==> src/hw/rtl/tmi_pkg.sv <==
// Shared types, constants and helpers for the tape machine interpreter.
// Used by every module under hw/rtl; has no dependencies of its own.
package tmi_pkg;

	localparam int PROG_DEPTH = 4096;
	localparam int CELL_DEPTH = 32768;
	localparam int PROG_AW    = $clog2(PROG_DEPTH);
	localparam int CELL_AW    = $clog2(CELL_DEPTH);
	localparam int ADDR_W     = 12;
	localparam int DEPTH_W    = PROG_AW + 1;

	localparam logic [PROG_AW-1:0] PROG_LAST = PROG_AW'(PROG_DEPTH - 1);
	localparam logic [CELL_AW-1:0] CELL_LAST = CELL_AW'(CELL_DEPTH - 1);

	localparam logic [7:0] CH_END   = 8'h00;
	localparam logic [7:0] CH_RIGHT = 8'h3E;
	localparam logic [7:0] CH_LEFT  = 8'h3C;
	localparam logic [7:0] CH_INC   = 8'h2B;
	localparam logic [7:0] CH_DEC   = 8'h2D;
	localparam logic [7:0] CH_IN    = 8'h2C;
	localparam logic [7:0] CH_OUT   = 8'h2E;
	localparam logic [7:0] CH_OPEN  = 8'h5B;
	localparam logic [7:0] CH_CLOSE = 8'h5D;

	localparam logic REQ_LOAD = 1'b0;
	localparam logic REQ_STEP = 1'b1;

	typedef enum logic [1:0] {
		HALT_RUN,
		HALT_DONE,
		HALT_BRACKET
	} halt_t;

	typedef enum logic [1:0] {
		ST_IDLE,
		ST_EXEC,
		ST_SCAN
	} state_t;

	typedef struct packed {
		logic              req_type;
		logic [ADDR_W-1:0] prog_addr;
		logic [7:0]        prog_char;
		logic [7:0]        in_byte;
	} req_t;

	typedef struct packed {
		logic              out_valid;
		logic [7:0]        out_byte;
		logic              in_taken;
		logic [1:0]        run_status;
		logic [ADDR_W-1:0] next_ip;
	} rsp_t;

	typedef struct packed {
		logic               rd_en;
		logic [PROG_AW-1:0] rd_addr;
		logic               wr_en;
		logic [PROG_AW-1:0] wr_addr;
		logic [7:0]         wr_data;
	} prog_req_t;

	typedef struct packed {
		logic               rd_en;
		logic               wr_en;
		logic [CELL_AW-1:0] addr;
		logic [7:0]         wr_data;
	} cell_req_t;

	typedef struct packed {
		logic       init;
		logic [7:0] data;
	} cell_rd_t;

	function automatic logic [PROG_AW-1:0] prog_index(input logic [ADDR_W-1:0] a);
		logic [PROG_AW+ADDR_W-1:0] w;
		w = {{PROG_AW{1'b0}}, a};
		return w[PROG_AW-1:0];
	endfunction

	function automatic logic prog_in_range(input logic [ADDR_W-1:0] a);
		logic [PROG_AW+ADDR_W-1:0] w;
		w = {{PROG_AW{1'b0}}, a};
		return w < (PROG_AW + ADDR_W)'(PROG_DEPTH);
	endfunction

	function automatic logic [ADDR_W-1:0] ip_field(input logic [PROG_AW-1:0] ip);
		logic [PROG_AW+ADDR_W-1:0] w;
		w = {{ADDR_W{1'b0}}, ip};
		return w[ADDR_W-1:0];
	endfunction

endpackage

==> src/hw/rtl/tmi_ctrl.sv <==
// Sequencer: accepts items, decodes one program character, scans for brackets
// and holds the result register. Drives both stores. Depends on tmi_pkg.
module tmi_ctrl (
	input  logic               clk,
	input  logic               arst_n,
	input  logic               req_valid,
	output logic               req_stall,
	input  tmi_pkg::req_t      req,
	output logic               rsp_valid,
	input  logic               rsp_stall,
	output tmi_pkg::rsp_t      rsp,
	output tmi_pkg::prog_req_t prog,
	input  logic [7:0]         prog_rdata,
	input  logic               prog_busy,
	output tmi_pkg::cell_req_t cell_req,
	input  tmi_pkg::cell_rd_t  cell_rd
);

	tmi_pkg::state_t             state_q, state_d;
	tmi_pkg::req_t               req_q, req_d;
	tmi_pkg::halt_t              halt_q, halt_d, halt_n;
	logic [tmi_pkg::PROG_AW-1:0] ip_q, ip_d, ip_n, tgt, pos_q, pos_d, pos_n;
	logic [tmi_pkg::CELL_AW-1:0] cp_q, cp_d, cp_n;
	logic [tmi_pkg::DEPTH_W-1:0] depth_q, depth_d, depth_n;
	logic                        fwd_q, fwd_d;
	logic                        rsp_valid_q;
	tmi_pkg::rsp_t               rsp_q, res;
	logic                        slot_free, fin, adv, err, commit, hit;
	logic                        cwr_en;
	logic [7:0]                  cwr_data;

	assign slot_free = !rsp_valid_q || !rsp_stall;

	always_ff @(posedge clk or negedge arst_n) begin
		if (!arst_n) begin
			state_q <= tmi_pkg::ST_IDLE;
		end else begin
			state_q <= state_d;
		end
	end

	always_comb begin
		state_d   = state_q;
		req_d     = req_q;
		halt_n    = halt_q;
		ip_n      = ip_q;
		cp_n      = cp_q;
		tgt       = ip_q;
		pos_d     = pos_q;
		pos_n     = pos_q;
		depth_d   = depth_q;
		depth_n   = depth_q;
		fwd_d     = fwd_q;
		fin       = 1'b0;
		adv       = 1'b0;
		err       = 1'b0;
		hit       = 1'b0;
		cwr_en    = 1'b0;
		cwr_data  = 8'h00;
		req_stall = 1'b1;
		res       = '0;
		prog      = '0;
		cell_req  = '0;
		prog.rd_addr  = ip_q;
		cell_req.addr = cp_q;

		case (state_q)
			tmi_pkg::ST_IDLE: begin
				req_stall = prog_busy;
				if (req_valid && !prog_busy) begin
					req_d          = req;
					prog.rd_en     = 1'b1;
					cell_req.rd_en = 1'b1;
					prog.wr_addr   = tmi_pkg::prog_index(req.prog_addr);
					prog.wr_data   = req.prog_char;
					prog.wr_en     = (req.req_type == tmi_pkg::REQ_LOAD) &&
						tmi_pkg::prog_in_range(req.prog_addr);
					state_d        = tmi_pkg::ST_EXEC;
				end
			end
			tmi_pkg::ST_EXEC: begin
				if (req_q.req_type == tmi_pkg::REQ_LOAD || halt_q != tmi_pkg::HALT_RUN) begin
					fin = 1'b1;
				end else begin
					case (prog_rdata)
						tmi_pkg::CH_END: begin
							fin    = 1'b1;
							halt_n = tmi_pkg::HALT_DONE;
						end
						tmi_pkg::CH_RIGHT: begin
							fin = 1'b1;
							adv = 1'b1;
							if (cp_q != tmi_pkg::CELL_LAST) begin
								cp_n   = cp_q + 1'b1;
								cwr_en = !cell_rd.init;
							end
						end
						tmi_pkg::CH_LEFT: begin
							fin = 1'b1;
							adv = 1'b1;
							if (cp_q != '0) begin
								cp_n = cp_q - 1'b1;
							end
						end
						tmi_pkg::CH_INC: begin
							fin      = 1'b1;
							adv      = 1'b1;
							cwr_en   = 1'b1;
							cwr_data = cell_rd.data + 8'd1;
						end
						tmi_pkg::CH_DEC: begin
							fin      = 1'b1;
							adv      = 1'b1;
							cwr_en   = 1'b1;
							cwr_data = cell_rd.data - 8'd1;
						end
						tmi_pkg::CH_IN: begin
							fin          = 1'b1;
							adv          = 1'b1;
							cwr_en       = 1'b1;
							cwr_data     = req_q.in_byte;
							res.in_taken = 1'b1;
						end
						tmi_pkg::CH_OUT: begin
							fin           = 1'b1;
							adv           = 1'b1;
							res.out_valid = 1'b1;
							res.out_byte  = cell_rd.data;
						end
						tmi_pkg::CH_OPEN: begin
							if (cell_rd.data != 8'h00) begin
								fin = 1'b1;
								adv = 1'b1;
							end else if (ip_q == tmi_pkg::PROG_LAST) begin
								fin = 1'b1;
								err = 1'b1;
							end else begin
								pos_n        = ip_q + 1'b1;
								prog.rd_en   = 1'b1;
								prog.rd_addr = pos_n;
								pos_d        = pos_n;
								depth_d      = tmi_pkg::DEPTH_W'(1);
								fwd_d        = 1'b1;
								state_d      = tmi_pkg::ST_SCAN;
							end
						end
						tmi_pkg::CH_CLOSE: begin
							if (cell_rd.data == 8'h00) begin
								fin = 1'b1;
								adv = 1'b1;
							end else if (ip_q == '0) begin
								fin = 1'b1;
								err = 1'b1;
							end else begin
								pos_n        = ip_q - 1'b1;
								prog.rd_en   = 1'b1;
								prog.rd_addr = pos_n;
								pos_d        = pos_n;
								depth_d      = tmi_pkg::DEPTH_W'(1);
								fwd_d        = 1'b0;
								state_d      = tmi_pkg::ST_SCAN;
							end
						end
						default: begin
							fin = 1'b1;
							adv = 1'b1;
						end
					endcase
				end
			end
			tmi_pkg::ST_SCAN: begin
				if (fwd_q) begin
					if (prog_rdata == tmi_pkg::CH_END) begin
						err = 1'b1;
					end else if (prog_rdata == tmi_pkg::CH_OPEN) begin
						depth_n = depth_q + 1'b1;
					end else if (prog_rdata == tmi_pkg::CH_CLOSE) begin
						if (depth_q == tmi_pkg::DEPTH_W'(1)) begin
							hit = 1'b1;
						end else begin
							depth_n = depth_q - 1'b1;
						end
					end
				end else begin
					if (prog_rdata == tmi_pkg::CH_OPEN) begin
						if (depth_q == tmi_pkg::DEPTH_W'(1)) begin
							hit = 1'b1;
						end else begin
							depth_n = depth_q - 1'b1;
						end
					end else if (prog_rdata == tmi_pkg::CH_CLOSE) begin
						depth_n = depth_q + 1'b1;
					end
				end
				if (hit) begin
					fin = 1'b1;
					adv = 1'b1;
					tgt = pos_q;
				end else if (err) begin
					fin = 1'b1;
				end else if (fwd_q ? (pos_q == tmi_pkg::PROG_LAST) : (pos_q == '0)) begin
					fin = 1'b1;
					err = 1'b1;
				end else begin
					pos_n        = fwd_q ? pos_q + 1'b1 : pos_q - 1'b1;
					prog.rd_en   = 1'b1;
					prog.rd_addr = pos_n;
					pos_d        = pos_n;
					depth_d      = depth_n;
				end
			end
			default: begin
				state_d = tmi_pkg::ST_IDLE;
			end
		endcase

		if (err) begin
			halt_n = tmi_pkg::HALT_BRACKET;
		end else if (adv) begin
			if (tgt == tmi_pkg::PROG_LAST) begin
				ip_n   = tmi_pkg::PROG_LAST;
				halt_n = tmi_pkg::HALT_DONE;
			end else begin
				ip_n = tgt + 1'b1;
			end
		end

		res.run_status = (req_q.req_type == tmi_pkg::REQ_LOAD) ? tmi_pkg::HALT_RUN : halt_n;
		res.next_ip    = tmi_pkg::ip_field(ip_n);

		commit = fin && slot_free;
		halt_d = halt_q;
		ip_d   = ip_q;
		cp_d   = cp_q;
		if (commit) begin
			halt_d           = halt_n;
			ip_d             = ip_n;
			cp_d             = cp_n;
			cell_req.wr_en   = cwr_en;
			cell_req.wr_data = cwr_data;
			state_d          = tmi_pkg::ST_IDLE;
		end
	end

	always_ff @(posedge clk or negedge arst_n) begin
		if (!arst_n) begin
			halt_q      <= tmi_pkg::HALT_RUN;
			ip_q        <= '0;
			cp_q        <= '0;
			rsp_valid_q <= 1'b0;
		end else begin
			halt_q <= halt_d;
			ip_q   <= ip_d;
			cp_q   <= cp_d;
			if (commit) begin
				rsp_valid_q <= 1'b1;
			end else if (!rsp_stall) begin
				rsp_valid_q <= 1'b0;
			end
		end
	end

	always_ff @(posedge clk) begin
		req_q   <= req_d;
		pos_q   <= pos_d;
		depth_q <= depth_d;
		fwd_q   <= fwd_d;
		if (commit) begin
			rsp_q <= res;
		end
	end

	assign rsp_valid = rsp_valid_q;
	assign rsp       = rsp_q;

	a_scan_depth: assert property (@(posedge clk) disable iff (!arst_n)
		state_q == tmi_pkg::ST_SCAN |-> depth_q != '0)
		else $error("bracket scan running with zero depth");

	a_ip_commit: assert property (@(posedge clk) disable iff (!arst_n)
		!commit |=> $stable(ip_q) && $stable(cp_q))
		else $error("pointer moved without a committed item");

	a_halt_sticky: assert property (@(posedge clk) disable iff (!arst_n)
		halt_q != tmi_pkg::HALT_RUN |=> halt_q == $past(halt_q))
		else $error("halt code left its halted value");

	a_clear_idle: assert property (@(posedge clk) disable iff (!arst_n)
		prog_busy |-> state_q == tmi_pkg::ST_IDLE && !cell_req.wr_en)
		else $error("item in flight during program store clearing");

endmodule

==> config.mk <==
export PLATFORM = sky130hd
export DESIGN_NAME = tmi_ctrl
export DESIGN_NICKNAME = d
export VERILOG_FILES = /design/src/hw/rtl/tmi_pkg.sv /design/src/hw/rtl/tmi_ctrl.sv
export SDC_FILE = /design/constraint.sdc
export NUM_CORES = 1
export LEC_CHECK = 0
export ABC_AREA = 1
export BUFFER_PORTS_ARGS = -buffer_cell sky130_fd_sc_hd__buf_2
export CORE_ASPECT_RATIO = 1.1
export CORE_MARGIN = 2
export CORE_UTILIZATION = 35
export CTS_CLUSTER_SIZE = 24
export DETAILED_ROUTE_END_ITERATION = 6
export GPL_TIMING_DRIVEN = 0
export HOLD_SLACK_MARGIN = 0.06
export SETUP_SLACK_MARGIN = 0.05
export SKIP_LAST_GASP = 1
export SLEW_MARGIN = 25
export SYNTH_ARGS = -nofsm -noshare
export SYNTH_HDL_FRONTEND = slang
export SYNTH_SLANG_ARGS = --single-unit
export TNS_END_PERCENT = 20
==> constraint.sdc <==
create_clock -name clk -period 2.9 [get_ports clk]
set_clock_uncertainty 0.1 [all_clocks]
set_input_delay 0.29 -clock clk [delete_from_list [all_inputs] [get_ports clk]]
set_output_delay 0.29 -clock clk [all_outputs]
set_load 0.02 [all_outputs]
==> impl_results.md, run 1 <==
- Vias after detailed routing: 8539
- Crit. End Element: primary output
- All-layer global routing usage: 21.9%
- Dpl ws: -0.797 ns
- Chip width: 150 um
- Run status: finished, violations left
- Kind of critical path: reg2out
- Routed vias/inst: 5.15
- Maximum clock frequency: 295 MHz
- Hold Vio Cnt, Final: 0
- Final worst path period share: 117%
- Gate count of the mapped netlist: 1134
- Starting Density: 35.7%
- Final core utilization: 46.7%
- Ratio of cells with drive above 1 in the final layout: 28.2%
- Initial antenna violation count: 0
- Maximum number of pins on one net before global-route repair: 33
- Synthesized cell area: 8180 sq um
- NumNets Final: roughly 1400
- Synthesized-area fraction occupied by xor and xnor cells: just over 6%
- Post-route met1 wirelength: 11.2 mm
- Number of search-and-repair iterations in the first detailed-routing pass: 5
- Share of cell area taken by muxes after synthesis: 0.490%
- Static power due to leakage: 5.04 nW
- Min-Delay Startpoint: req[28]
- TritonCTS clock tree: yes
- Total wirelength of the detailed-routed design: 27.0 mm
- Tightest Pin Transition: approximately 0.85 ns
- Sequential cell area: 2580 sq um
- Area fraction in and, or, nand and nor cells after synthesis: 29.0%
- Drt first-iter violations: between 500 and 600
- Clock transition time at the flip-flop clock pins of the worst setup and hold paths: 0.07 ns
- Detail Route Antenna Nets: 0
- Unrepaired setup endpoints after global routing: true
- Critical R2R Capture: pos_q[11]
- Drt drc: 0
- Maximum root-to-sink buffer count: 2
- Total number of placement rows: 58
- Post-route setup slack: -0.489 ns
- Antenna Diode Count: 0
- Data arrival time of the critical path: 3.00 ns
- Synth Area per Inst: 7.21 sq um
- DP HPWL: 20.1 mm
- Total die area: 24600 sq um
- Crit path max fanout: 6
- Adder-cell share of the synthesized area: 7.01%
- Sinks on Clock Net: slightly above 90
- Library cell used as clock root buffer: sky130_fd_sc_hd__clkbuf_16
- Worst Setup EP: prog[32]
- Max H-tree Level: 3
- Most used DFF post-synth: sky130_fd_sc_hd__edfxtp_1
- Synthesis-to-finish area growth: 30.9%
- Cell area reported after detailed placement: 9250 sq um
- Main combinational cell family by area after synthesis: simple AND/OR/NAND/NOR gates
- Required @ worst endpoint: 2.51 ns
- Fraction of the mapped netlist area in compound gates: 15.9%
- Cell area power density: 831 nW/um^2
- HP Class: in2reg
- Register-to-register path setup slack: -0.41 ns
- Layout Cell Area excl Fill: 10700 sq um
- Area of the multi-input gates: between 5000 and 6000 sq um
- Number of flops mapped to enable cells by yosys: 59
- Ports: 136
- Grt total ovfl: 0
- Portion of the post-synthesis area used by sequential elements: 31.5%
- Worst setup path startpoint: fwd_q
- Count of cells along the worst register-to-register path: 19
- Net count of the mapped netlist: 1229
- Routed met3 length: 1.80 mm
- Mean routed wirelength per cell: 16.3 um
- Filler Cells Inserted: 2328
- Max-slew violation count: 0
- Top Metal Used: met4
- Quantity of I/O buffers inserted on ports: roughly 140
- Worst R2R Start: fwd_q
- Critical Path Start Type: flip-flop
- Via count of the first global-routing pass: between 8000 and 9000
- Yosys Warn Count: 0
- Post-route setup TNS: -13.97 ns
- Clock latency at the later pin of the worst-skew pair: 0.36 ns
- Core Area: 22900 sq um
- Final critical delay including setup and external delays: between 3 and 4 ns
- Final number of setup-violating endpoints: 59
- Remaining max-slew budget at the tightest pin: between 40% and 50%
- Share of flip-flops with an asynchronous set or reset: about a third
- Number of buffers inserted during clock tree synthesis: 9
- Global-route wire length before repair: 42.1 mm
- Peak VDD IR: 0.381 mV
- GP Congestion: slightly above 0.9
- Max-capacitance violation count: 0
- Detail Route met2 WL: 13.3 mm
- Die extent in y: 164 um
- Final hold slack: approximately 0.071 ns
- Synth Register Bits: 91
- Violated checks: negative setup slack
- Number of distinct library cells after synthesis: between 50 and 60
-- per-layer routing --
layer  vias up  global-route usage, %
li1       4212                      -
met1      3952                   27.6
met2       321                   38.4
met3        54                   3.33
met4         0                   6.69
met5         -                      0
-- cell usage after synthesis, types with 18 or more instances --
library cell,number,area (sq um)
sky130_fd_sc_hd__o21ai_0,87,435
sky130_fd_sc_hd__nand3_1,63,315
sky130_fd_sc_hd__nor3_1,37,185
sky130_fd_sc_hd__ha_1,41,513
sky130_fd_sc_hd__nand4_1,23,144
sky130_fd_sc_hd__inv_1,158,593
sky130_fd_sc_hd__edfxtp_1,59,1770
sky130_fd_sc_hd__nand2_1,236,886
sky130_fd_sc_hd__xor2_1,45,394
sky130_fd_sc_hd__a21oi_1,54,270
sky130_fd_sc_hd__clkbuf_1,18,67.6
sky130_fd_sc_hd__dfrtp_1,32,801
sky130_fd_sc_hd__nor2_1,105,394
-- power breakdown --
part / leakage [nW] / internal (mW) / switching (mW)
sequential: 0.977 / 1.96 / 0.349
clock: 0.140 / 0.608 / 0.594
combinational: 3.92 / 2.01 / 3.37
total: 5.04 / 4.58 / 4.31
-- cells in the final DEF, fill, tap and decap left out, types with 5 or more instances in the layout --
cell                            count
sky130_fd_sc_hd__o21bai_1           5
sky130_fd_sc_hd__xor2_1            45
sky130_fd_sc_hd__dfrtp_1           28
sky130_fd_sc_hd__nand4_1           23
sky130_fd_sc_hd__o21ai_1           15
sky130_fd_sc_hd__nand3_4            5
sky130_fd_sc_hd__nor2_2            13
sky130_fd_sc_hd__a31oi_1            7
sky130_fd_sc_hd__clkbuf_1          13
sky130_fd_sc_hd__o211ai_1           9
sky130_fd_sc_hd__nand2_4            7
sky130_fd_sc_hd__nand2_1          222
sky130_fd_sc_hd__inv_1            147
sky130_fd_sc_hd__nor3_2             7
sky130_fd_sc_hd__a21oi_1           51
sky130_fd_sc_hd__nor2_4            12
sky130_fd_sc_hd__buf_2            129
sky130_fd_sc_hd__buf_4             65
sky130_fd_sc_hd__ha_4               7
sky130_fd_sc_hd__buf_6             18
sky130_fd_sc_hd__o21ai_0           80
sky130_fd_sc_hd__xnor2_1           10
sky130_fd_sc_hd__nand3_2            7
sky130_fd_sc_hd__edfxtp_1          59
sky130_fd_sc_hd__nand3_1           55
sky130_fd_sc_hd__nor4_1             7
sky130_fd_sc_hd__inv_2             10
sky130_fd_sc_hd__clkinvlp_4         5
sky130_fd_sc_hd__o22ai_1            5
sky130_fd_sc_hd__dlygate4sd3_1      9
sky130_fd_sc_hd__o21ai_2           15
sky130_fd_sc_hd__nor2_1            97
sky130_fd_sc_hd__nor3_1            27
sky130_fd_sc_hd__nand2_2           25
sky130_fd_sc_hd__ha_1              34
sky130_fd_sc_hd__clkbuf_16          9
-- critical path: stages, from the launching register on --
cell                         delay, ns
sky130_fd_sc_hd__edfxtp_1         0.51
sky130_fd_sc_hd__clkinvlp_4       0.30
sky130_fd_sc_hd__buf_6            0.20
sky130_fd_sc_hd__ha_4             0.29
sky130_fd_sc_hd__inv_6            0.04
sky130_fd_sc_hd__nor3_2           0.16
sky130_fd_sc_hd__nand2_1          0.09
sky130_fd_sc_hd__nand2_2          0.09
sky130_fd_sc_hd__nand3_2          0.07
sky130_fd_sc_hd__nand3_2          0.09
sky130_fd_sc_hd__a21oi_1          0.07
sky130_fd_sc_hd__o21bai_1         0.17
sky130_fd_sc_hd__xnor2_1          0.17
sky130_fd_sc_hd__nor2_1           0.07
sky130_fd_sc_hd__nor2_1           0.11
sky130_fd_sc_hd__nor2_1           0.06
sky130_fd_sc_hd__buf_4            0.15
-- flip-flops by register name (all words and copies together), names as in the netlist --
register / flops
rsp_valid: 1
req_q: 9
halt_q: 2
cp_q: 15
depth_q: 13
ip_q: 12
fwd_q: 1
pos_q: 12
state_q: 2
rsp: 24
-- worst min path at each step --
stage | to | cells after the start
floorplan | cp_q[0] | 0
global route | req_q[28] | 1
global placement | cp_q[8] | 1
finish | req_q[28] | 1
CTS | req_q[28] | 1
detailed placement | cp_q[8] | 1
-- through the flow --
stage,power [mW],cells
floorplan,5.23,1134
global placement,6.54,1569
detailed placement,6.58,1569
CTS,8.51,1636
global route,9.53,1657
finish,8.90,1657
-- cell type report --
class	instances	share of cell area, %
sequential	91	24.1
buffer	34	2.37
clock inverter	7	0.643
tap	300	3.51
timing repair buffer	208	12.6
multi-input combinational	842	48.5
inverter	166	6.11
clock buffer	9	2.10
-- kinds of logic after synthesis --
family | after synthesis
DFF | 91
muxes | 4
and+or+nand+nor | 516
buffers and inverters | 202
AOI/OAI and AO/OA | 220
xor gates and xnor gates | 57
adders and majority gates | 44
-- repair_timing --
item	CTS	global route
endpoints found under the setup margin	114	74
hold endpoints to repair	40	0
resized for setup	96	56
buffers inserted	41	21
hold buffers	9	0
gates cloned	3	0
pin swaps	35	21
(Power assumes the default switching activity.)
==> run 2, diff against run 1 <==
--- a/config.mk
+++ b/config.mk
@@ -14,7 +14,7 @@
 export DETAILED_ROUTE_END_ITERATION = 6
 export GPL_TIMING_DRIVEN = 0
 export HOLD_SLACK_MARGIN = 0.06
-export SETUP_SLACK_MARGIN = 0.05
+export SETUP_SLACK_MARGIN = 0.4
 export SKIP_LAST_GASP = 1
 export SLEW_MARGIN = 25
 export SYNTH_ARGS = -nofsm -noshare
==> run 2 against run 1 <==
- the flow still finishes with violations (negative setup slack)
- setup slack gained 0.083 ns
- register-to-register slack gained 0.10 ns
- sequential power is essentially flat
- critical path depth shrank 4
- largest cell class unchanged
- die area is the same
- largest power group unchanged
- routed wire length grew 0.23%
- clock-buffer cell count is the same
- global-route usage grew 0.42 points
==> impl_results.md, run 2 (synthesized netlist as in run 1, its figures left out) <==
- Worst Hold End: rsp[18]
- Ratio of cells with drive above 1 in the final layout: 30.8%
- Vias after detailed routing: 8525
- Violated checks: negative setup slack
- Mean routed wirelength per cell: roughly 16 um
- Starting Density: between 30 and 40%
- Library cell used as clock root buffer: sky130_fd_sc_hd__clkbuf_16
- Antenna Diode Count: 0
- Chip width: roughly 150 um
- Tightest Pin Transition: 0.869 ns
- Hold Vio Cnt, Final: 0
- Worst R2R Start: fwd_q
- Register-to-register path setup slack: -0.31 ns
- Max-capacitance violation count: 0
- Drt drc: 0
- Data arrival time of the critical path: roughly 3 ns
- Met1 layer usage reported by global route: 27.5%
- Critical Path Start Type: flip-flop
- Final worst path period share: 114%
- # placed instances: 1569
- Max H-tree Level: 3
- Clock transition time at the flip-flop clock pins of the worst setup and hold paths: 0.08 ns
- Remaining max-slew budget at the tightest pin: 42.0%
- Via count of the first global-routing pass: around 8300
- Total wirelength of the detailed-routed design: 27.0 mm
- Grt met3 use: 4.31%
- Ports: 136
- Number of search-and-repair iterations in the first detailed-routing pass: 5
- Die extent in y: 164 um
- Overall power: 9.05 mW
- Run status: finished, violations left
- Drt first-iter violations: 526
- Most frequent cells in the layout: sky130_fd_sc_hd__nand2_1, sky130_fd_sc_hd__inv_1, sky130_fd_sc_hd__buf_2
- Initial antenna violation count: 0
- Number of buffers inserted during clock tree synthesis: 9
- Crit. End Element: primary output
- Synthesis-to-finish area growth: 34.0%
- DP HPWL: 20.2 mm
- Required @ worst endpoint: 2.51 ns
- Dpl ws: -0.485 ns
- Maximum root-to-sink buffer count: 2
- Quantity of I/O buffers inserted on ports: 135
- Number of cells on the worst hold path: 3
- HP Class: in2reg
- Maximum number of pins on one net before global-route repair: 33
- Global-route wire length before repair: ~43 mm
- Peak VDD IR: 0.377 mV
- Static power due to leakage: 5.12 nW
- Total die area: 24600 sq um
- Detail Route Antenna Nets: 0
- Post-route setup TNS: -13.59 ns
- Clock latency at the later pin of the worst-skew pair: 0.36 ns
- Crit path max fanout: 7
- Kind of critical path: reg2out
- Total number of placement rows: 58
- Grt total ovfl: 0
- Final number of setup-violating endpoints: 63
- Core Area: 22900 sq um
- Cell area power density: ~830 nW/um^2
- NumNets Final: 1449
- Final critical delay including setup and external delays: 3.31 ns
- Most common cell after layout, fill and taps aside: sky130_fd_sc_hd__nand2_1
- Count of cells along the worst register-to-register path: 18
- Global routing usage on met2: 38.2%
- Largest register FFs: 24
- Critical R2R Capture: rsp[4]
- Maximum clock frequency: 302 MHz
- Routed vias/inst: 5.14
- Post-route setup slack: -0.407 ns
- Max-slew violation count: 0
- All-layer global routing usage: around 22%
- Most crowded layer after global routing: met2
- TritonCTS clock tree: yes
- Unrepaired setup endpoints after global routing: true
- Final standard cell count with taps included and fillers excluded: ~1700
- GP Congestion: about 0.94
- Sinks on Clock Net: 91
- Min-Delay Startpoint: cell_rd[3]
## run 2: cell types whose count changed in the layout (fill, tap and decap cells not counted), sizes merged
cell / previous run / this run
buf: 216 / 214
clkbuf: 25 / 29
clkinv: 2 / 3
dlygate4sd3: 9 / 10
inv: 166 / 165
nor2: 123 / 122
## run 2: worst max path at each step
stage / start / end / slack, ns / cells after the start
2_1_floorplan: prog_rdata[3] / prog[22] / 0.21 / 9
3_3_place_gp: fwd_q / rsp[13] / -0.48 / 14
3_5_place_dp: fwd_q / rsp[4] / -0.49 / 14
4_1_cts: fwd_q / cell_req[1] / -0.31 / 16
5_1_grt: fwd_q / prog[31] / -0.52 / 16
6_report: fwd_q / prog[29] / -0.41 / 12
## run 2: area by class of cell
class | instances | area (sq um)
fillers | 2335 | 12000
multi-input cells | 841 | 5400
flip-flops and latches | 91 | 2570
repair buffers | 209 | 1380
inverters | 166 | 657
well taps | 300 | 375
plain buffers | 36 | 273
clock buffers | 9 | 225
clock inverters | 7 | 71.3
## run 2: what timing repair did
item	CTS	global route
pin swaps	44	39
hold buffers	10	0
setup endpoints to repair	122	132
hold endpoints to repair	41	0
buffers inserted	44	18
cloned	2	0
resized for setup	113	71
## run 2: metrics by stage
stage               hold slack [ns]  util (%)  cell area, sq um
floorplan                    -0.106         -              8320
CTS                           0.151      46.1             10600
global route                  0.186      47.8             11000
global placement              0.354      40.9              9380
finish                        0.160      47.8             11000
detailed placement            0.352      40.9              9380
## run 2: layer usage
metal	share of wire [%]	wire length (um)	up-vias
met5	0	0	-
met4	3.7	1010	0
met3	6.7	1800	70
met2	48	13000	310
met1	41	11200	3918
li1	-	-	4227
## run 2: critical path, cell delays in order (launching register included)
cell and delay [ns]:
sky130_fd_sc_hd__edfxtp_1 0.57, sky130_fd_sc_hd__clkinv_4 0.22, sky130_fd_sc_hd__buf_6 0.19, sky130_fd_sc_hd__ha_4 0.23, sky130_fd_sc_hd__buf_6 0.13, sky130_fd_sc_hd__a21oi_2 0.13
sky130_fd_sc_hd__o211ai_1 0.14, sky130_fd_sc_hd__buf_4 0.16, sky130_fd_sc_hd__xnor2_1 0.30, sky130_fd_sc_hd__o21ai_0 0.13, sky130_fd_sc_hd__nand2_1 0.07, sky130_fd_sc_hd__nand2_1 0.09
sky130_fd_sc_hd__buf_2 0.17
## run 2: where the power goes
part	leakage, nW	switching, mW	internal, mW
Sequential	0.980	0.325	1.96
Combinational	4.00	3.47	2.09
Clock	0.139	0.591	0.606
Total	5.12	4.39	4.66
==> run 3, diff against run 2 <==
--- a/config.mk
+++ b/config.mk
@@ -6,12 +6,11 @@
 export NUM_CORES = 1
 export LEC_CHECK = 0
 export ABC_AREA = 1
-export BUFFER_PORTS_ARGS = -buffer_cell sky130_fd_sc_hd__buf_2
 export CORE_ASPECT_RATIO = 1.1
-export CORE_MARGIN = 2
 export CORE_UTILIZATION = 35
 export CTS_CLUSTER_SIZE = 24
 export DETAILED_ROUTE_END_ITERATION = 6
+export DONT_BUFFER_PORTS = 1
 export GPL_TIMING_DRIVEN = 0
 export HOLD_SLACK_MARGIN = 0.06
 export SETUP_SLACK_MARGIN = 0.4
==> run 3 against run 2 <==
- the flow still finishes with violations (negative setup slack)
- flip-flop and latch count stayed put
- setup slack improved by 0.17 ns
- cell area down 0.56%
- critical path type unchanged
- critical endpoint is now cell_req[3]
- largest power group unchanged
==> impl_results.md, run 3 (synthesized netlist as in run 1, its figures left out) <==
- Routed vias/inst: 5.26
- Total wirelength of the detailed-routed design: 27.3 mm
- GP Congestion: 0.933
- Chip width: 148 um
- HP Class: in2reg
- Unrepaired setup endpoints after global routing: true
- Final worst path period share: 108%
- # placed instances: roughly 1400
- Die extent in y: around 160 um
- Sequential fraction of design power: 26.4%
- Overall power: 9.40 mW
- Switching power as a share of total power: 48.6%
- Remaining max-slew budget at the tightest pin: 42.5%
- Run status: finished, violations left
- Number of search-and-repair iterations in the first detailed-routing pass: 5
- All-layer global routing usage: roughly 23%
- Final core utilization: 47.7%
- Static power due to leakage: roughly 4.7 nW
- Final hold slack: 0.0677 ns
- Maximum clock frequency: around 320 MHz
- Max H-tree Level: 3
- Drt first-iter violations: 531
- Post-route setup TNS: -9.00 ns
- Cell area power density: 863 nW/um^2
- Data arrival time of the critical path: between 2 and 3 ns
- Number of buffers inserted during clock tree synthesis: 9
- Crit. End Element: primary output
- Post-route setup slack: -0.232 ns
- Maximum root-to-sink buffer count: 2
- Ports: between 100 and 150
- Detail Route Antenna Nets: 0
- Drt drc: 0
- Clock latency at the later pin of the worst-skew pair: 0.36 ns
- Violated checks: negative setup slack
- Final critical delay including setup and external delays: approximately 3.1 ns
- Kind of critical path: reg2out
- Total number of placement rows: 58
- Crit path max fanout: 5
- Total die area: between 20000 and 25000 sq um
- Maximum number of pins on one net before global-route repair: 33
- NumNets Final: ~1400
- Tightest Pin Transition: roughly 0.86 ns
- Clock network power share: 13.5%
- Grt total ovfl: 0
- Layout Cell Area excl Fill: 10900 sq um
- Mean routed wirelength per cell: 17.5 um
- Starting Density: ~36%
- Switching component of the power: between 4 and 5 mW
- Critical Path Start Type: flip-flop
- Most frequent cells in the layout: sky130_fd_sc_hd__nand2_1, sky130_fd_sc_hd__inv_1, sky130_fd_sc_hd__nor2_1
- Final number of setup-violating endpoints: 70
- Power share of the combinational group: roughly 60%
- Required @ worst endpoint: 2.51 ns
- Clock transition time at the flip-flop clock pins of the worst setup and hold paths: 0.07 ns
- Hold Vio Cnt, Final: 0
- Initial antenna violation count: 0
- Max-capacitance violation count: 0
- Peak VDD IR: ~0.40 mV
- Antenna Diode Count: 0
- Largest register FFs: 24
- Dpl ws: -0.582 ns
- Core Area: 22900 sq um
- Cell area reported after detailed placement: 8700 sq um
- TritonCTS clock tree: yes
- DP HPWL: 19.8 mm
- Synthesis-to-finish area growth: 33.3%
- Quantity of I/O buffers inserted on ports: 0
- Via count of the first global-routing pass: 7982
- Sinks on Clock Net: 91
- Global-route wire length before repair: 41.9 mm
- Final standard cell count with taps included and fillers excluded: around 1600
- Max-slew violation count: 0
- Most common cell after layout, fill and taps aside: sky130_fd_sc_hd__nand2_1
- Vias after detailed routing: between 8000 and 9000
- Library cell used as clock root buffer: sky130_fd_sc_hd__clkbuf_16
- Internal power: 4.83 mW
- Ratio of cells with drive above 1 in the final layout: 28.6%
run 3: per-layer routing:
metal	track usage (%)	routed length (um)	vias up	part of all wire [%]
li1	-	-	4028	-
met1	27.0	11100	3840	41
met2	39.8	13600	288	50
met3	3.88	1690	58	6.2
met4	9.51	904	0	3.3
met5	0	0	-	0
run 3: layout make-up:
class | count | area (sq um)
clock inverters | 7 | 80.1
flip-flops and latches | 91 | 2580
well taps | 300 | 375
plain buffers | 36 | 310
repair buffers | 108 | 951
clock buffers | 9 | 225
multi-input cells | 843 | 5690
fillers | 2195 | 12000
inverters | 166 | 679
repair inverters | 1 | 7.51
run 3: power groups by stage:
stage	logic (mW)	clock network [mW]	registers, mW
final	5.65	1.27	2.49
after global routing	6.12	1.33	2.54
after CTS	5.00	1.28	2.47
after detailed placement	3.90	0	2.48
after global placement	3.86	0	2.47
after floorplan	2.93	0	2.36
run 3: timing repair:
item	4_1_cts	5_1_grt
setup buffers	59	33
hold buffers	14	0
resized for setup	149	114
setup endpoints to repair	122	131
endpoints found under the hold margin	44	0
pin swaps	34	44
gates cloned	5	0
run 3: path summary, 6_finish.rpt:
path / from / end / slack [ns] / depth (start not counted)
setup / recovery: fwd_q / cell_req[3] / -0.23 / 11
hold / removal: cell_rd[6] / rsp[21] / 0.07 / 2
setup reg to reg: fwd_q / rsp[5] / -0.23 / 17
hold reg to reg: ip_q[3] / ip_q[3] / 0.47 / 2
max in group asynchronous: arst_n / ip_q[11] / 2.20 / 2
min in group asynchronous: arst_n / cp_q[6] / 0.28 / 2
run 3: critical path, stage by stage, from the launching register on:
cell and delay [ns]:
sky130_fd_sc_hd__edfxtp_1 0.49, sky130_fd_sc_hd__clkinvlp_4 0.25, sky130_fd_sc_hd__buf_4 0.21, sky130_fd_sc_hd__nor2_1 0.30
sky130_fd_sc_hd__nand2_1 0.15, sky130_fd_sc_hd__nand3_4 0.13, sky130_fd_sc_hd__inv_4 0.06, sky130_fd_sc_hd__nand2_4 0.09
sky130_fd_sc_hd__nand3_4 0.18, sky130_fd_sc_hd__nor2_4 0.24, sky130_fd_sc_hd__nand3_2 0.13, sky130_fd_sc_hd__o31ai_4 0.15
